File: config.mk
export PLATFORM = sky130hd
export DESIGN_NAME = stack_map_table_parser_flat
export DESIGN_NICKNAME = d
export VERILOG_FILES = /design/src/hdl/smt_pkg.sv /design/src/hdl/smt_req_if.sv /design/src/hdl/smt_rsp_if.sv /design/src/hdl/stack_map_table_parser.sv /design/src/flat_wrapper.sv
export SDC_FILE = /design/constraint.sdc
export NUM_CORES = 1
export LEC_CHECK = 0
export BUFFER_PORTS_ARGS = -buffer_cell sky130_fd_sc_hd__buf_4
export CAP_MARGIN = 20
export CORE_MARGIN = 5
export CORE_UTILIZATION = 62
export CTS_BUF_LIST = sky130_fd_sc_hd__clkbuf_2 sky130_fd_sc_hd__clkbuf_4 sky130_fd_sc_hd__clkbuf_8
export DETAILED_ROUTE_END_ITERATION = 7
export GPL_TIMING_DRIVEN = 0
export HOLD_SLACK_MARGIN = 0.1
export PLACE_DENSITY_LB_ADDON = 0.25
export RECOVER_POWER = 100
export SKIP_LAST_GASP = 1
export SYNTH_ARGS = -nofsm -noshare
export SYNTH_HDL_FRONTEND = slang
export SYNTH_SLANG_ARGS = --single-unit
File: constraint.sdc
create_clock -name clock -period 13.7 [get_ports clock]
set_clock_uncertainty 0.05 [all_clocks]
set_input_delay 2.74 -clock clock [delete_from_list [all_inputs] [get_ports clock]]
set_output_delay 2.74 -clock clock [all_outputs]
set_load 0.005 [all_outputs]
File: src/hdl/smt_pkg.sv
package smt_pkg;

   typedef enum logic [3:0] {
      PH_IDLE,
      PH_CNT_LO,
      PH_TYPE,
      PH_DELTA_HI,
      PH_DELTA_LO,
      PH_NLOC_HI,
      PH_NLOC_LO,
      PH_TAG,
      PH_PAY_HI,
      PH_PAY_LO,
      PH_NSTK_HI,
      PH_NSTK_LO
   } phase_type;

   typedef enum logic [2:0] {
      REC_FRAME    = 3'd0,
      REC_ITEM     = 3'd1,
      REC_STACK    = 3'd2,
      REC_BAD_TYPE = 3'd3,
      REC_BAD_TAG  = 3'd4
   } rec_kind_type;

   // frame type ranges
   localparam logic [7:0] SAME_MAX         = 8'd63;
   localparam logic [7:0] SAME_LOCALS_BASE = 8'd64;
   localparam logic [7:0] SAME_LOCALS_MAX  = 8'd127;
   localparam logic [7:0] RESERVED_MAX     = 8'd246;
   localparam logic [7:0] SAME_LOCALS_WIDE = 8'd247;
   localparam logic [7:0] CHOP_MAX         = 8'd250;
   localparam logic [7:0] SAME_WIDE        = 8'd251;
   localparam logic [7:0] APPEND_MAX       = 8'd254;
   localparam logic [7:0] FULL_FRAME       = 8'd255;

   // verification tags
   localparam logic [7:0] TAG_OBJECT = 8'd7;
   localparam logic [7:0] TAG_UNINIT = 8'd8;
   localparam logic [7:0] TAG_MAX    = 8'd8;

   typedef struct packed {
      rec_kind_type kind;
      logic [15:0]  frame_index;
      logic [7:0]   frame_code;
      logic [15:0]  pc_delta;
      logic [15:0]  item_count;
      logic         item_section;
      logic [7:0]   item_tag;
      logic [15:0]  item_payload;
      logic         table_done;
   } rec_type;

endpackage

File: src/hdl/smt_req_if.sv
interface smt_req_if;
   logic       valid;
   logic       ready;
   logic [7:0] data_byte;
   logic       start_of_table;

   modport source (output valid, output data_byte, output start_of_table, input ready);
   modport sink (input valid, input data_byte, input start_of_table, output ready);
endinterface

File: src/hdl/smt_rsp_if.sv
interface smt_rsp_if;
   logic        valid;
   logic        ready;
   logic [2:0]  record_kind;
   logic [15:0] frame_index;
   logic [7:0]  frame_code;
   logic [15:0] pc_delta;
   logic [15:0] item_count;
   logic        item_section;
   logic [7:0]  item_tag;
   logic [15:0] item_payload;
   logic        table_done;

   modport source (
      output valid, output record_kind, output frame_index, output frame_code,
      output pc_delta, output item_count, output item_section, output item_tag,
      output item_payload, output table_done, input ready
   );
   modport sink (
      input valid, input record_kind, input frame_index, input frame_code,
      input pc_delta, input item_count, input item_section, input item_tag,
      input item_payload, input table_done, output ready
   );
endinterface

File: src/hdl/stack_map_table_parser.sv
// Stack map table parser.
// The req channel takes the attribute body one byte per item; start_of_table
// marks the high byte of the big-endian entry count and always restarts parsing.
// The rsp channel gives at most one record per byte: frame headers, verification
// items, full-frame stack counts, and bad-type / bad-tag errors. After an error,
// after the last frame and before the first start, bytes are taken and dropped.
// Throughput is one byte per cycle while req.ready is high: a byte updates the
// phase register and counters through one level of logic and its record lands
// in the output register, or in the skid register while the output register is
// held. The output side is a two-entry buffer (output register plus skid
// register); req.ready is low only while both entries are full, so a byte can
// still be taken while one record waits for rsp.ready.
// Reset (synchronous, active high) empties both entries and returns the parser
// to idle; no record is lost or repeated across a stall on either side.
module stack_map_table_parser (
   input logic clock,
   input logic reset,
   smt_req_if.sink   req,
   smt_rsp_if.source rsp
);
   import smt_pkg::*;

   phase_type   phase_ff, phase_in;
   logic [15:0] frames_left_ff, frames_left_in;
   logic [15:0] items_left_ff, items_left_in;
   logic [7:0]  type_ff, type_in;
   logic [7:0]  acc_ff, acc_in;
   logic [15:0] delta_ff, delta_in;
   logic [15:0] index_ff, index_in;
   logic [7:0]  tag_ff, tag_in;
   logic        section_ff, section_in;

   rec_type     out_ff, skid_ff, rec;
   logic        out_valid_ff, skid_valid_ff;

   logic        in_fire, push_rec, push, pop;
   logic        do_item, do_frame_end;
   logic [7:0]  item_tag;
   logic [15:0] item_pay;
   logic [15:0] word;
   logic [15:0] frames_dec, items_dec;
   logic        frame_last;

   assign in_fire = req.valid && req.ready;
   assign pop     = out_valid_ff && rsp.ready;
   assign push    = in_fire && push_rec;

   always_comb begin
      phase_in       = phase_ff;
      frames_left_in = frames_left_ff;
      items_left_in  = items_left_ff;
      type_in        = type_ff;
      acc_in         = acc_ff;
      delta_in       = delta_ff;
      index_in       = index_ff;
      tag_in         = tag_ff;
      section_in     = section_ff;
      push_rec       = 1'b0;
      do_item        = 1'b0;
      do_frame_end   = 1'b0;
      item_tag       = tag_ff;
      item_pay       = '0;
      rec            = '0;
      rec.kind       = REC_FRAME;

      word       = {acc_ff, req.data_byte};
      frames_dec = (frames_left_ff != 16'd0) ? frames_left_ff - 16'd1 : 16'd0;
      items_dec  = (items_left_ff != 16'd0) ? items_left_ff - 16'd1 : 16'd0;
      frame_last = (frames_dec == 16'd0);

      if (req.start_of_table) begin
         frames_left_in = '0;
         items_left_in  = '0;
         type_in        = '0;
         delta_in       = '0;
         index_in       = '0;
         tag_in         = '0;
         section_in     = 1'b0;
         acc_in         = req.data_byte;
         phase_in       = PH_CNT_LO;
      end else begin
         unique case (phase_ff)
            PH_CNT_LO: begin
               frames_left_in = word;
               index_in       = '0;
               phase_in       = (word != 16'd0) ? PH_TYPE : PH_IDLE;
            end
            PH_TYPE: begin
               type_in       = req.data_byte;
               delta_in      = '0;
               section_in    = 1'b0;
               items_left_in = '0;
               if (req.data_byte <= SAME_MAX) begin
                  delta_in       = {8'h00, req.data_byte};
                  push_rec       = 1'b1;
                  rec.item_count = '0;
                  do_frame_end   = 1'b1;
               end else if (req.data_byte <= SAME_LOCALS_MAX) begin
                  delta_in       = {8'h00, req.data_byte - SAME_LOCALS_BASE};
                  section_in     = 1'b1;
                  items_left_in  = 16'd1;
                  push_rec       = 1'b1;
                  rec.item_count = 16'd1;
                  phase_in       = PH_TAG;
               end else if (req.data_byte <= RESERVED_MAX) begin
                  push_rec = 1'b1;
                  rec.kind = REC_BAD_TYPE;
                  phase_in = PH_IDLE;
               end else begin
                  phase_in = PH_DELTA_HI;
               end
            end
            PH_DELTA_HI: begin
               acc_in   = req.data_byte;
               phase_in = PH_DELTA_LO;
            end
            PH_DELTA_LO: begin
               delta_in = word;
               if (type_ff == FULL_FRAME) begin
                  phase_in = PH_NLOC_HI;
               end else if (type_ff == SAME_LOCALS_WIDE) begin
                  section_in     = 1'b1;
                  items_left_in  = 16'd1;
                  push_rec       = 1'b1;
                  rec.item_count = 16'd1;
                  phase_in       = PH_TAG;
               end else if (type_ff <= SAME_WIDE) begin
                  // chop and wide same frames carry no items
                  push_rec       = 1'b1;
                  rec.item_count = '0;
                  do_frame_end   = 1'b1;
               end else begin
                  // append: one local per type step above the wide same frame
                  section_in     = 1'b0;
                  items_left_in  = {8'h00, type_ff - SAME_WIDE};
                  push_rec       = 1'b1;
                  rec.item_count = {8'h00, type_ff - SAME_WIDE};
                  phase_in       = PH_TAG;
               end
            end
            PH_NLOC_HI: begin
               acc_in   = req.data_byte;
               phase_in = PH_NLOC_LO;
            end
            PH_NSTK_HI: begin
               acc_in   = req.data_byte;
               phase_in = PH_NSTK_LO;
            end
            PH_PAY_HI: begin
               acc_in   = req.data_byte;
               phase_in = PH_PAY_LO;
            end
            PH_NLOC_LO: begin
               items_left_in  = word;
               section_in     = 1'b0;
               push_rec       = 1'b1;
               rec.item_count = word;
               phase_in       = (word != 16'd0) ? PH_TAG : PH_NSTK_HI;
            end
            PH_TAG: begin
               tag_in = req.data_byte;
               if (req.data_byte > TAG_MAX) begin
                  push_rec       = 1'b1;
                  rec.kind       = REC_BAD_TAG;
                  rec.item_count = items_left_ff;
                  rec.item_tag   = req.data_byte;
                  phase_in       = PH_IDLE;
               end else if (req.data_byte == TAG_OBJECT || req.data_byte == TAG_UNINIT) begin
                  phase_in = PH_PAY_HI;
               end else begin
                  do_item  = 1'b1;
                  item_tag = req.data_byte;
               end
            end
            PH_PAY_LO: begin
               do_item  = 1'b1;
               item_tag = tag_ff;
               item_pay = word;
            end
            PH_NSTK_LO: begin
               items_left_in  = word;
               section_in     = 1'b1;
               push_rec       = 1'b1;
               rec.kind       = REC_STACK;
               rec.item_count = word;
               if (word != 16'd0) begin
                  phase_in = PH_TAG;
               end else begin
                  do_frame_end = 1'b1;
               end
            end
            default: begin
            end
         endcase
      end

      // one verification item finished
      if (do_item) begin
         items_left_in    = items_dec;
         push_rec         = 1'b1;
         rec.kind         = REC_ITEM;
         rec.item_count   = items_dec;
         rec.item_tag     = item_tag;
         rec.item_payload = item_pay;
         if (items_dec != 16'd0) begin
            phase_in = PH_TAG;
         end else if (!section_ff && type_ff == FULL_FRAME) begin
            phase_in = PH_NSTK_HI;
         end else begin
            do_frame_end = 1'b1;
         end
      end

      rec.frame_index  = index_ff;
      rec.frame_code   = type_in;
      rec.pc_delta     = delta_in;
      rec.item_section = section_in;

      if (do_frame_end) begin
         frames_left_in = frames_dec;
         index_in       = index_ff + 16'd1;
         phase_in       = frame_last ? PH_IDLE : PH_TYPE;
         rec.table_done = frame_last;
      end
   end

   always_ff @(posedge clock) begin
      if (reset) begin
         phase_ff       <= PH_IDLE;
         frames_left_ff <= '0;
         items_left_ff  <= '0;
         index_ff       <= '0;
         section_ff     <= 1'b0;
      end else if (in_fire) begin
         phase_ff       <= phase_in;
         frames_left_ff <= frames_left_in;
         items_left_ff  <= items_left_in;
         index_ff       <= index_in;
         section_ff     <= section_in;
      end
   end

   always_ff @(posedge clock) begin
      if (in_fire) begin
         type_ff  <= type_in;
         acc_ff   <= acc_in;
         delta_ff <= delta_in;
         tag_ff   <= tag_in;
      end
   end

   // two-entry output buffer; ready only depends on the skid entry
   always_ff @(posedge clock) begin
      if (reset) begin
         out_valid_ff  <= 1'b0;
         skid_valid_ff <= 1'b0;
      end else if (!out_valid_ff || pop) begin
         if (skid_valid_ff) begin
            out_valid_ff  <= 1'b1;
            skid_valid_ff <= 1'b0;
         end else begin
            out_valid_ff <= push;
         end
      end else if (push) begin
         skid_valid_ff <= 1'b1;
      end
   end

   always_ff @(posedge clock) begin
      if (!out_valid_ff || pop) begin
         if (skid_valid_ff) begin
            out_ff <= skid_ff;
         end else if (push) begin
            out_ff <= rec;
         end
      end else if (push) begin
         skid_ff <= rec;
      end
   end

   assign req.ready        = !skid_valid_ff;
   assign rsp.valid        = out_valid_ff;
   assign rsp.record_kind  = out_ff.kind;
   assign rsp.frame_index  = out_ff.frame_index;
   assign rsp.frame_code   = out_ff.frame_code;
   assign rsp.pc_delta     = out_ff.pc_delta;
   assign rsp.item_count   = out_ff.item_count;
   assign rsp.item_section = out_ff.item_section;
   assign rsp.item_tag     = out_ff.item_tag;
   assign rsp.item_payload = out_ff.item_payload;
   assign rsp.table_done   = out_ff.table_done;

   skid_needs_out: assert property (@(posedge clock) disable iff (reset)
      skid_valid_ff |-> out_valid_ff)
      else $error("skid entry held while output register empty");

   tag_phase_has_items: assert property (@(posedge clock) disable iff (reset)
      phase_ff == PH_TAG |-> items_left_ff != 16'd0)
      else $error("waiting for a tag with no items left");

   error_halts: assert property (@(posedge clock) disable iff (reset)
      push && (rec.kind == REC_BAD_TYPE || rec.kind == REC_BAD_TAG) && !rec.table_done
      |=> phase_ff == PH_IDLE)
      else $error("parser did not halt after an error record");

   done_goes_idle: assert property (@(posedge clock) disable iff (reset)
      push && rec.table_done |=> phase_ff == PH_IDLE && frames_left_ff == 16'd0)
      else $error("table done without returning to idle");

   error_never_done: assert property (@(posedge clock) disable iff (reset)
      push && (rec.kind == REC_BAD_TYPE || rec.kind == REC_BAD_TAG) |-> !rec.table_done)
      else $error("error record flagged as table done");

endmodule

File: src/flat_wrapper.sv
// flat-port wrapper written by rule: the top's interface ports become plain ports
module stack_map_table_parser_flat import smt_pkg::*;
  (clock, reset, req_valid, req_data_byte, req_start_of_table, req_ready, rsp_valid, rsp_record_kind, rsp_frame_index, rsp_frame_code, rsp_pc_delta, rsp_item_count, rsp_item_section, rsp_item_tag, rsp_item_payload, rsp_table_done, rsp_ready);
  smt_req_if req_i ();
  smt_rsp_if rsp_i ();
  input logic clock;
  input logic reset;
  input wire logic [$bits(req_i.valid)-1:0] req_valid;
  input wire logic [$bits(req_i.data_byte)-1:0] req_data_byte;
  input wire logic [$bits(req_i.start_of_table)-1:0] req_start_of_table;
  output wire logic [$bits(req_i.ready)-1:0] req_ready;
  output wire logic [$bits(rsp_i.valid)-1:0] rsp_valid;
  output wire logic [$bits(rsp_i.record_kind)-1:0] rsp_record_kind;
  output wire logic [$bits(rsp_i.frame_index)-1:0] rsp_frame_index;
  output wire logic [$bits(rsp_i.frame_code)-1:0] rsp_frame_code;
  output wire logic [$bits(rsp_i.pc_delta)-1:0] rsp_pc_delta;
  output wire logic [$bits(rsp_i.item_count)-1:0] rsp_item_count;
  output wire logic [$bits(rsp_i.item_section)-1:0] rsp_item_section;
  output wire logic [$bits(rsp_i.item_tag)-1:0] rsp_item_tag;
  output wire logic [$bits(rsp_i.item_payload)-1:0] rsp_item_payload;
  output wire logic [$bits(rsp_i.table_done)-1:0] rsp_table_done;
  input wire logic [$bits(rsp_i.ready)-1:0] rsp_ready;
  assign req_i.valid = req_valid;
  assign req_i.data_byte = req_data_byte;
  assign req_i.start_of_table = req_start_of_table;
  assign req_ready = req_i.ready;
  assign rsp_valid = rsp_i.valid;
  assign rsp_record_kind = rsp_i.record_kind;
  assign rsp_frame_index = rsp_i.frame_index;
  assign rsp_frame_code = rsp_i.frame_code;
  assign rsp_pc_delta = rsp_i.pc_delta;
  assign rsp_item_count = rsp_i.item_count;
  assign rsp_item_section = rsp_i.item_section;
  assign rsp_item_tag = rsp_i.item_tag;
  assign rsp_item_payload = rsp_i.item_payload;
  assign rsp_table_done = rsp_i.table_done;
  assign rsp_i.ready = rsp_ready;
  stack_map_table_parser u_core (.clock(clock), .reset(reset), .req(req_i), .rsp(rsp_i));
endmodule
Word-level counts from Yosys, hierarchy flattened. Cells that the tools add are included.

Add/sub/neg operators: 5. Order comparisons: 5. Equal/unequal tests: 17. Multiplexer cells: 100. Bitwise logic cells: 1. Reduce and logical (&&, ||, !) cells: 28.

Operators by type and width (number): 2-to-1 mux 16 bit (23); 2-to-1 mux 85 bit (2); 2-to-1 mux 8 bit (14); one-hot mux 16 bit (4 select lines) (1); nonzero test 16 bit (4); 2-to-1 mux 4 bit (14); one-hot mux 16 bit (3 select lines) (1); one-hot mux 4 bit (10 select lines) (1); one-hot mux 16 bit (2 select lines) (1); subtractor 16 x 1 -> 16 bit (second input constant) (2); 2-to-1 mux 1 bit (28); 2-to-1 mux 24 bit (1); adder 16 x 1 -> 16 bit (second input constant) (1); == test 4 x 3 -> 1 bit (second input constant) (4); == test 4 bit (second input constant) (4); == test 8 bit (second input constant) (2); less-or-equal comparator 8 bit (second input constant) (2); zero test 16 bit (1); 2-to-1 mux 3 bit (5); AND reduction 2 bit (5); one-hot mux 3 bit (3 select lines) (1); == test 4 x 2 -> 1 bit (second input constant) (2); == test 8 x 3 -> 1 bit (second input constant) (1); == test 8 x 4 -> 1 bit (second input constant) (1); 22 further kinds (35).

Bits in registers: 265. Bits of input ports: 13. Output and inout port bits: 87. Logic and storage cells: 185.

Depth between registers and ports, before layout.
Depth in word-level cells: 12. Depth in mapped cells: 14. Depth with buffers taken out: 10.

Worst setup path after synthesis. OpenSTA, ideal clock, no wires.

Path type: input port to flip-flop. From: in req_data_byte[6]. To: reg u_core.out_ff (netlist bit u_core.rsp.frame_code[0]), enable pin. Library setup time: 657 ps. Arrival time: 10226 ps. Required time: 12993 ps. Path slack: 2766 ps. Stages: 5. Buffers on the path: 1. Cells stage by stage: buf_6 -> or4_4 -> o32ai_4 -> o21ai_0 -> a21boi_0.

Cells in the longest elaborated chain, start to end: 10. Elaborated cells on any way between the ends: 21. Classes of those cells: order compare: 4; eq/ne: 2; mux: 11; reduce/logical: 4.

RTL lines: start: declaration (line flat_wrapper.sv:9) `input wire logic [$bits(req_i.data_byte)-1:0] req_data_byte;`; less-or-equal comparator 8 bit (tied with other cells) (line stack_map_table_parser.sv:105) `end else if (req.data_byte <= RESERVED_MAX) begin`; 2-to-1 mux 1 bit / logical OR 1 bit (equally long branches) (line stack_map_table_parser.sv:105, stack_map_table_parser.sv:168); 2-to-1 mux 1 bit, on equally long branches (line stack_map_table_parser.sv:98, stack_map_table_parser.sv:168); 2-to-1 mux 1 bit, on equally long branches (line stack_map_table_parser.sv:93, stack_map_table_parser.sv:162); one-hot mux 1 bit (4 select lines) / one-hot mux 1 bit (2 select lines) (equally long branches) (line stack_map_table_parser.sv:82) `unique case (phase_ff)`; 2-to-1 mux 1 bit (line stack_map_table_parser.sv:71) `if (req.start_of_table) begin`; 2-to-1 mux 1 bit (*) (line stack_map_table_parser.sv:198) `if (do_item) begin`; logical AND 1 bit (*) (line stack_map_table_parser.sv:46) `assign push = in_fire && push_rec;`; nonzero test 2 bit (no source line) (*); AND reduction 2 bit (no source line) (*); end signal: assignment (line stack_map_table_parser.sv:272) `out_ff <= skid_ff;`; end signal: assignment (line stack_map_table_parser.sv:274) `out_ff <= rec;`; end: declaration (line stack_map_table_parser.sv:33) `rec_type out_ff, skid_ff, rec;`.

Every way passes the cells marked *; elsewhere a longest branch is shown, timed or not. A chain may end at the register's enable or synchronous reset.

Worst setup path in the final report.
From: in req_data_byte[6]. To: reg u_core.skid_ff[0] (netlist name), enable pin.

Cells in the longest elaborated chain, start to end: 9. Elaborated cells on any way between the ends: 20. Classes of those cells: order compare: 4; eq/ne: 2; mux: 11; reduce/logical: 3.

RTL lines: less-or-equal comparator 8 bit (tied with other cells) (line stack_map_table_parser.sv:105); 2-to-1 mux 1 bit / logical OR 1 bit (equally long branches) (line stack_map_table_parser.sv:105, stack_map_table_parser.sv:168); 2-to-1 mux 1 bit, on equally long branches (line stack_map_table_parser.sv:98, stack_map_table_parser.sv:168); 2-to-1 mux 1 bit, on equally long branches (line stack_map_table_parser.sv:93, stack_map_table_parser.sv:162); one-hot mux 1 bit (4 select lines) / one-hot mux 1 bit (2 select lines) (equally long branches) (line stack_map_table_parser.sv:82); 2-to-1 mux 1 bit (line stack_map_table_parser.sv:71); 2-to-1 mux 1 bit (*) (line stack_map_table_parser.sv:198); logical AND 1 bit (*) (line stack_map_table_parser.sv:46); AND reduction 2 bit (no source line) (*); end signal: assignment (line stack_map_table_parser.sv:277) `skid_ff <= rec;`; end: declaration (line stack_map_table_parser.sv:33).

Marked as above.

==> flow_summary_export.csv <==
group,metric,value,unit
setup_path,end_kind,"register",
clock_tree,clk_pin_slew,60,ps
synth,syn-num-nets,1094,
min_path,whs_path_depth,1,
status,violations,"capacitance limit, slew limit",
flow_run,maxCapViolations,5,
sta,fin_crit_sh,64.8,%
floorplanning,rows,51,
floorplanning,initial_core_util,63.4,%
sta,slew_headroom,-24.3,%
sta,maxSlewViolCount,138,
setup_path,r2r_start,"u_core.phase_ff[1]",
sta,worst_pin_slew,1860,ps
synth,synth_edf_count,210,
setup_path,cp_common_cell,"clkbuf_1",
setup_path,crit_chain,"clkbuf_1 > clkbuf_1 > or4_1 > o32ai_1 > o21ai_0 > nor2_1 > clkbuf_1 > clkbuf_1",
setup_path,reg2regPathDepth,7,
sta,period_needed,8880,ps
clock_tree,cts_tree,"built",
final_layout,mostFrequentLayoutCell,"edfxtp_1",
placed_design,io_buffers,97,
final_layout,antenna_cells,0,
status,status,"finished, violations left",
synth,async_flop_share,0,%
floorplanning,die-height,152,um
placed_design,gp_congestion,0.984,
synth,yosysTopAreaCell,"edfxtp_1",
synth,avgSynthCellArea,11.5,um2
final_layout,layout_common_cells,"210 x edfxtp_1, 96 x clkbuf_1, 92 x nand2_1",
route,antenna_left,0,
clock_tree,cts_setup_buffers,0,
setup_path,crit_path_start_kind,"input pin",
synth,synthTopCellsByArea,"edfxtp_1 51%, dfxtp_1 8.9%, mux2_2 6.6%",
clock_tree,cts_sinks,265,
final_layout,multi_input_area,0.00460,mm2
power,peakVddDrop,0.104,mV
clock_tree,clockBufferDepth,3,
power,total_power,1.77,mW
route,first_iter_violations,1104,
clock_tree,clk_latency,570,ps
global_route,gr-total-overflow,0,
floorplanning,dieWidth,152,um
final_layout,fill_cells,1366,
floorplanning,core_area,0.0196,mm2
clock_tree,cts_root_buf,"clkbuf_8",
global_route,grt_antenna_before_repair,0,
route,routed_wl,34500,um
power,p_leak,4.98,nW
route,routedWlPerCell,22.7,um
min_path,hold_class,"register to register",
route,dr.pass1.iters,5,
setup_path,path_delay_family,"buffers and inverters",
route,vias_per_cell,6.42,
sta,fmax,113,MHz
placed_design,dp.final_hpwl,23900,um
setup_path,crit_type,"input pin to register",
final_layout,seq_area,0.00741,mm2
final_layout,fin_cells,1521,
placed_design,post-place-cells,1446,
setup_path,max_stage_delay,1510,ps
synth,synth_top_area_share,50.8,%
final_layout,syn_to_final_growth,15.4,%
sta,final-hold-violation-count,0,
route,vias,9766,
setup_path,cp.arrival,8990,ps
final_layout,layout.nets,1242,
floorplanning,io_pins,100,
sta,fin_tns_setup,0,ps
clock_tree,holdBufCountCts,0,
global_route,grt_pass1_vias,9253,
sta,hold_slack,445,ps
global_route,grt_max_degree,33,
power,power_density,123,mW/mm2
synth,netlist_area,0.0124,mm2
setup_path,crit_buf_inv,4,
global_route,grt_pass1_wl,52600,um
final_layout,layout-drive-gt1-share,18.6,%
clock_tree,cts_made_buffers,41,
synth,yosysUniqueCellTypes,75,
synth,ys_seq_elements,265,
setup_path,cp.required,13810,ps
global_route,track_usage,29.9,%
route,drc_errors,0,
setup_path,crit_start,"req_data_byte[6]",
clock_tree,cts_max_level,2,
synth,ys.flop_type,"edfxtp_1",
floorplanning,die_area,0.0230,mm2
clock_tree,cts_resized,0,
setup_path,cp.depth,8,
sta,setup_violations,0,
min_path,hold_path.startpoint,"u_core.frames_left_ff[9]",
synth,ys.warnings.count,0,
synth,syn_inst,1076,
sta,rsz0062_at_grt,"false",
setup_path,path_max_fanout,26,
synth,ys_seq_area_share,59.6,%
setup_path,cp_slowest_cell,"nor2_1",
[final timing paths]
check | endpoint | slack, ps
worst min-delay path | u_core.frames_left_ff[9] | 440
worst max register to register | u_core.skid_ff[0] | 7080
worst max-delay path | u_core.skid_ff[0] | 4820
worst min register to register | u_core.frames_left_ff[9] | 440
[synth_stat cells, types with 10 or more instances]
| cell type | instances |
|---|---|
| edfxtp_1 | 210 |
| nand2_1 | 92 |
| nor2_1 | 90 |
| mux2_2 | 73 |
| clkbuf_1 | 66 |
| a21oi_1 | 57 |
| dfxtp_1 | 55 |
| o21ai_0 | 55 |
| a22oi_1 | 28 |
| inv_1 | 26 |
| nor3_1 | 24 |
| o31ai_1 | 20 |
| nand3_1 | 19 |
| o22ai_1 | 18 |
| nor2b_1 | 14 |
| or3_1 | 14 |
| a211oi_1 | 13 |
| a22o_1 | 13 |
| xnor2_1 | 13 |
| and2_1 | 10 |
[registers in the layout, indices dropped and copies added (netlist names), 16 cells and up]
name,count
u_core.rsp.item_count,16
u_core.rsp.pc_delta,16
u_core.rsp.frame_index,16
u_core.frames_left_ff,16
u_core.delta_ff,16
u_core.index_ff,16
u_core.items_left_ff,16
u_core.rsp.item_payload,16
u_core.skid_ff,85
[layer usage]
layer	GRT usage, %	vias to the layer above	part of all wire [%]
li1	-	4403	-
met2	45.6	556	45
met3	6.87	92	10
met5	0	-	0
met1	42.9	4715	42
met4	9.70	0	3.2
[layout make-up]
type | instances | area share (%)
Buffer | 75 | 2.04
Clock buffer | 54 | 4.66
Clock inverter | 21 | 1.73
Inverter | 26 | 0.681
Multi-Input combinational cell | 710 | 32.1
Sequential cell | 265 | 51.6
Tap cell | 265 | 2.31
Timing Repair Buffer | 105 | 4.84
[where the power goes]
group	total, mW	switching, mW	internal [mW]
combinational	0.145	0.0973	0.0475
clock	0.740	0.321	0.419
sequential	0.885	0.0105	0.875
[cells by family after synthesis]
kind of cell    count (synthesis)  synth area share [%]
flops                         265                  59.6
simple gates                  335                  13.5
fa+ha+maj                       5                 0.503
mux                            77                  6.94
compound gates                273                  14.8
buf+inv                       101                  3.21
xor+xnor                       20                  1.41
[metrics by stage]
| stage | cell area [um2] | utilization (%) | worst slack, ps |
|---|---|---|---|
| after floorplan | 12400 | - | 2770 |
| after global placement | 13500 | 68.8 | -250 |
| after detailed placement | 13700 | 69.8 | 7440 |
| after CTS | 14600 | 74.5 | 8010 |
| after global routing | 14300 | 73.2 | 4500 |
| final | 14300 | 73.2 | 4820 |
[worst reg2reg max path, delay by kind of cell, from the launching register on]
kind / cells / cell delay [ps]
AND/OR/NAND/NOR: 2 / 1810
flip-flops: 1 / 360
buffers and inverters: 3 / 2440
AO/OA/AOI/OAI: 2 / 1550
(Power assumes the default switching activity.)
